===== src/design/tfs_pkg.sv =====
// ----------------------------------------------------------------------------
// tfs_pkg
// Shared types and constants of the TinyLFU frequency sketch: controller
// states, the command and status groups between controller and datapath,
// the configuration set and the counter arithmetic.
// ----------------------------------------------------------------------------
package tfs_pkg;

   localparam int CSR_ADDR_W = 2;
   localparam int CSR_DATA_W = 32;

   localparam logic [CSR_ADDR_W-1:0] REG_HOT_THRESHOLD  = 2'd0;
   localparam logic [CSR_ADDR_W-1:0] REG_DECAY_INTERVAL = 2'd1;
   localparam logic [CSR_ADDR_W-1:0] REG_LOCAL_NODE     = 2'd2;

   localparam logic [3:0]  HOT_THRESHOLD_RST  = 4'd3;
   localparam logic [31:0] DECAY_INTERVAL_RST = 32'd100000;
   localparam logic [1:0]  LOCAL_NODE_RST     = 2'd0;

   localparam logic [3:0] CTR_MAX = 4'd15;

   typedef enum logic [2:0] {
      ST_SWEEP,
      ST_FLUSH,
      ST_IDLE,
      ST_LOOK,
      ST_DK2,
      ST_DONE
   } state_type;

   typedef struct packed {
      logic [3:0]  hot_threshold;
      logic [31:0] decay_interval;
      logic [1:0]  local_node;
   } cfg_type;

   typedef struct packed {
      logic capture;
      logic ctr_write;
      logic dk_write_a;
      logic dk_write_b;
      logic finish;
      logic sweep_step;
   } cmd_type;

   typedef struct packed {
      logic seen;
      logic rsp_free;
      logic decay_now;
      logic sweep_last;
   } status_type;

   function automatic logic [3:0] ctr_inc(input logic [3:0] value);
      return (value == CTR_MAX) ? value : value + 4'd1;
   endfunction

endpackage


===== src/design/tfs_ctrl.sv =====
// ----------------------------------------------------------------------------
// tfs_ctrl
// Sequencer of the frequency sketch: runs the store sweeps, takes one item
// at a time, steps it through lookup, counter or doorkeeper update and result.
// ----------------------------------------------------------------------------
module tfs_ctrl import tfs_pkg::*; (
   input  logic       clock,
   input  logic       reset,
   input  logic       req_tvalid,
   output logic       req_tready,
   input  status_type status,
   output cmd_type    cmd
);

   state_type state_ff;
   state_type state_in;

   always_ff @(posedge clock) begin
      if (reset) begin
         state_ff <= ST_SWEEP;
      end else begin
         state_ff <= state_in;
      end
   end

   always_comb begin
      state_in   = state_ff;
      cmd        = '0;
      req_tready = 1'b0;
      case (state_ff)
         ST_SWEEP: begin
            cmd.sweep_step = 1'b1;
            if (status.sweep_last) begin
               state_in = ST_FLUSH;
            end
         end
         ST_FLUSH: begin
            state_in = ST_IDLE;
         end
         ST_IDLE: begin
            req_tready  = 1'b1;
            cmd.capture = req_tvalid;
            if (req_tvalid) begin
               state_in = ST_LOOK;
            end
         end
         ST_LOOK: begin
            if (status.seen) begin
               cmd.ctr_write = 1'b1;
               state_in      = ST_DONE;
            end else begin
               cmd.dk_write_a = 1'b1;
               state_in       = ST_DK2;
            end
         end
         ST_DK2: begin
            cmd.dk_write_b = 1'b1;
            state_in       = ST_DONE;
         end
         ST_DONE: begin
            if (status.rsp_free) begin
               cmd.finish = 1'b1;
               state_in   = status.decay_now ? ST_SWEEP : ST_IDLE;
            end
         end
         default: begin
            state_in = ST_IDLE;
         end
      endcase
   end

endmodule


===== config.mk =====
export PLATFORM = sky130hd
export DESIGN_NAME = tfs_ctrl
export DESIGN_NICKNAME = d
export VERILOG_FILES = /design/src/design/tfs_pkg.sv /design/src/design/tfs_ctrl.sv
export SDC_FILE = /design/constraint.sdc
export NUM_CORES = 1
export LEC_CHECK = 0
export BUFFER_PORTS_ARGS = -buffer_cell sky130_fd_sc_hd__buf_4
export CAP_MARGIN = 15
export CORE_AREA = 4 4 41 43
export CTS_BUF_LIST = sky130_fd_sc_hd__clkbuf_16
export CTS_CLUSTER_DIAMETER = 150
export DETAILED_ROUTE_END_ITERATION = 6
export DIE_AREA = 0 0 45 47
export MAX_ROUTING_LAYER = met4
export SYNTH_ARGS = -nofsm -noshare
export SYNTH_HDL_FRONTEND = slang
export SYNTH_SLANG_ARGS = --single-unit

===== constraint.sdc =====
create_clock -name clock -period 1.6 [get_ports clock]
set_input_delay 0.24 -clock clock [delete_from_list [all_inputs] [get_ports clock]]
set_output_delay 0.24 -clock clock [all_outputs]
set_load 0.05 [all_outputs]

## Word level (Yosys, flattened, before mapping)

Cells that the tools add are included.

| storage, ports and cells | value |
|---|---|
| register bits after elaboration | 3 |
| output and inout port bits | 7 |

| operators by class | value |
|---|---|
| equal/unequal tests | 7 |
| mux-type cells | 15 |
| reduce and logical (&&, ||, !) cells | 2 |

Operators by type and width:

| operator | number |
|---|---|
| 3-bit one-hot mux with 5 select lines | 1 |
| 1-bit 2-to-1 mux | 9 |
| 3-bit 2-to-1 mux | 3 |
| 3-bit by 2-bit == test with 1-bit output (second input constant) | 2 |
| 3-bit == test (second input constant) | 2 |
| 2-bit inequality test (second input constant) | 3 |
| 2-bit 2-to-1 mux | 2 |
| 3-bit zero test | 1 |
| 3-bit AND reduction | 1 |

## Depth between registers and ports, before layout

| logic depth | value |
|---|---|
| depth after elaboration | 3 |
| mapped depth | 4 |

## Worst setup path after synthesis

Ideal clock, no wire load.

| path | value |
|---|---|
| path type | flip-flop to output port |
| from | register state_ff[0] |
| to | output cmd[0] in the netlist's numbering |
| arrival | 1511 ps |
| slack | -151 ps |
| stages on the path, launching flop included | 3 |
| cell sequence | dfxtp_1 > buf_6 > nor3_1 |

RTL lines:

| what | RTL line | text |
|---|---|---|
| start: declaration | tfs_ctrl.sv:15 | `state_type state_ff;` |
| start signal: assignment | tfs_ctrl.sv:22 | `state_ff <= state_in;` |
| end: declaration | tfs_ctrl.sv:12 | `output cmd_type cmd` |

==> impl_metrics.ini <==
[clock_tree]
clock-sinks = 3
cts-buffers-inserted = 3
htree_levels = 1
postCtsSetupBuffers = 0
clock_path_buffers = 2
cts-root-buf = clkbuf_16
clk-insertion-delay-late_ns = 0.22
cts.clk_slew.worst_paths_ns = 0.03
cts_tree = yes
ctsHoldBuffers = 0

[logic_synthesis]
synth_xor_xnor_area_share_pct = 0
ys_top_cells_by_area = dfxtp_1 27%, nand2b_1 8.5%, nor2_1 8.5%, nand2b_4 6.2%, buf_6 5.1%
yosys.cell_types.count = 19
syn-num-nets = 36
ys_seq_area_share_pct = 27.1
synth.avg_cell_area_sq_um = 7.64
synth_top_family_by_area = simple AND/OR/NAND/NOR gates
async_flop_share_pct = 0
synth_compound_area_share_pct = 19.2
syn-cell-area_sq_um = 221
muxShareOfSynthArea_pct = 4.52
synth-simple-area-share_pct = 42.4
synthFlopType = dfxtp_1
synth_fa_ha_area_share_pct = 0
ys_ff_latch = 3
synth_cells = 29
synth_edf_count = 0
synth_most_common_cell = nor2_1
ys_warn_count = 0
synth_top_area_share_pct = 27.1
synth_top_area_cell = dfxtp_1
synth_common_cells = 5 x nor2_1, 3 x dfxtp_1, 3 x nand2b_1

[cells_and_area]
area_delta_synth_final_pct = 87.0
drive_gt1_share_pct = 48.9
diodes = 0
finalNetCount = 53
reg_top3 = state_ff x3
largest_reg_flops = 3
fillers = 160
largest_register = state_ff
stdcell_count = 60

[timing]
fmax_ghz = 0.659
maxSlewViolCount = 0
hold_viol = 0
setup_violations = 0
fin_skew_ns = 0.0000833
fin_crit_sh_pct = 94.8
relSlewSlack_pct = 77.3
fin_crit_ns = 1.52
fin_ws_ns = 0.0835
tightest_slew_ns = 0.340
hold_slack_ns = 0.203

[critical_path]
worst_ep_required_time_ns = 1.36
worstSetupEndpointType = output port
worstPathMaxFanout = 7
path_buf_inv = 1
reg2reg_slack_ns = 0.55
crit_path_cell_trace = nand2b_1 > nor2_2 > and2_2 > buf_4
crit_type = reg -> out
crit_family = flip-flops
critPathMaxStageDelay_ns = 0.45
start_kind = flop
critPathArrivalTime_ns = 1.28
slowest_stage = dfxtp_1

[pwr]
p_leak_nw = 0.205
p_clk_share_pct = 62.5
cell_internal_pwr_w = 0.000458
ir_worst_vdd_uv = 477
p_sw_w = 0.000158
swShare_pct = 25.6
totalPowerFinal_w = 0.000616
power_density_nw_per_um2 = 1490
comb_power_share_pct = 21.1
p_seq_share_pct = 16.4

[floorplanning]
core_sq_um = 1300
ios = 14
die-area_sq_um = 2120
die_w_um = 45
rows = 13
start_util_pct = 17.0
die_y_um = 47

[global_routing]
grt_pass1_wl_um = 931
grt.total_usage_pct = 6.85
grt_remaining_overflow = 0
grt_max_degree = 11
antenna_found_initial = 0
first_global_vias = 246

[drt]
drtPass1Iterations = 2
ant_nets = 0
routedWlPerCell_um = 9.35
drc = 0
vias = 244
viasPerCell = 4.07
drt-initial-drc-count = 3
route.final.wire_length_um = 561

[place]
post-place-ws_ns = 0.316
place.gp.congestion = 0.625
port_buffers = 13
dp.cells = 56

[hold_path]
worstHoldPathType = in -> reg

[outcome]
outcome = finished, final reports clean

[flow_run]
maxCapViolCount = 0
placed cells by master, fill, tap and decap left out:
cell	count
nor2_2	1
o21a_1	1
nand2b_1	3
clkbuf_16	3
nor2b_2	1
nor2_1	5
buf_4	13
nand2_1	2
nor3_2	1
mux2i_1	1
dfxtp_1	3
o22ai_1	1
a21o_1	1
inv_1	2
nand2b_4	1
a21oi_2	1
a21boi_1	1
and3_1	1
and2_2	1
a21oi_1	1
nor3_1	1
power groups by stage:
| stage | registers, W | logic, W | clock network (W) |
|---|---|---|---|
| final | 0.000101 | 0.000130 | 0.000385 |
| after global routing | 0.000104 | 0.000140 | 0.000396 |
| after CTS | 0.000100 | 0.000131 | 0.000391 |
| after detailed placement | 0.000101 | 0.000131 | 0 |
| after global placement | 0.000102 | 0.000130 | 0 |
| after floorplan | 0.0000915 | 0.000105 | 0 |
logic make-up (layout without fill, tap and decap cells):
kind of cell | after synthesis | in the layout
flip-flops | 3 | 3
AO/OA/AOI/OAI | 6 | 6
AND/OR/NAND/NOR | 17 | 17
buffers and inverters | 2 | 18
multiplexers | 1 | 1
per-layer routing:
metal	GRT usage, %	vias to the layer above	wire length [um]
li1	-	129	-
met1	6.14	110	199
met2	9.89	5	314
met4	7.02	0	0
met3	3.83	0	47
met5	-	-	0
per-stage QoR:
step / util [%] / setup TNS [ns] / area (sq um)
floorplan: - / 0 / 228
global placement: 25.6 / 0 / 333
detailed placement: 25.6 / 0 / 333
CTS: 31.6 / 0 / 412
global route: 31.8 / -0.00305 / 414
finish: 31.8 / 0 / 414
path summary, 6_finish.rpt:
path | from | endpoint | cells after the start
worst max-delay path | state_ff[2] | cmd[5] | 4
worst min-delay path | reset | state_ff[2] | 2
worst max register to register | state_ff[0] | state_ff[0] | 3
worst min register to register | state_ff[1] | state_ff[1] | 1
layout make-up:
type | instances | area, sq um | area share [%]
Inverter | 1 | 3.75 | 0.906
Multi-Input combinational cell | 24 | 155 | 37.5
Clock buffer | 3 | 75.1 | 18.1
Tap cell | 15 | 18.8 | 4.53
Sequential cell | 3 | 60.1 | 14.5
Clock inverter | 1 | 3.75 | 0.906
Timing Repair Buffer | 13 | 97.6 | 23.6
what timing repair did:
item,CTS,global route
setup endpoints to repair,0,1
resized for setup,0,1
endpoints found under the hold margin,0,0
Note: power is estimated with default switching activity, not from simulation.
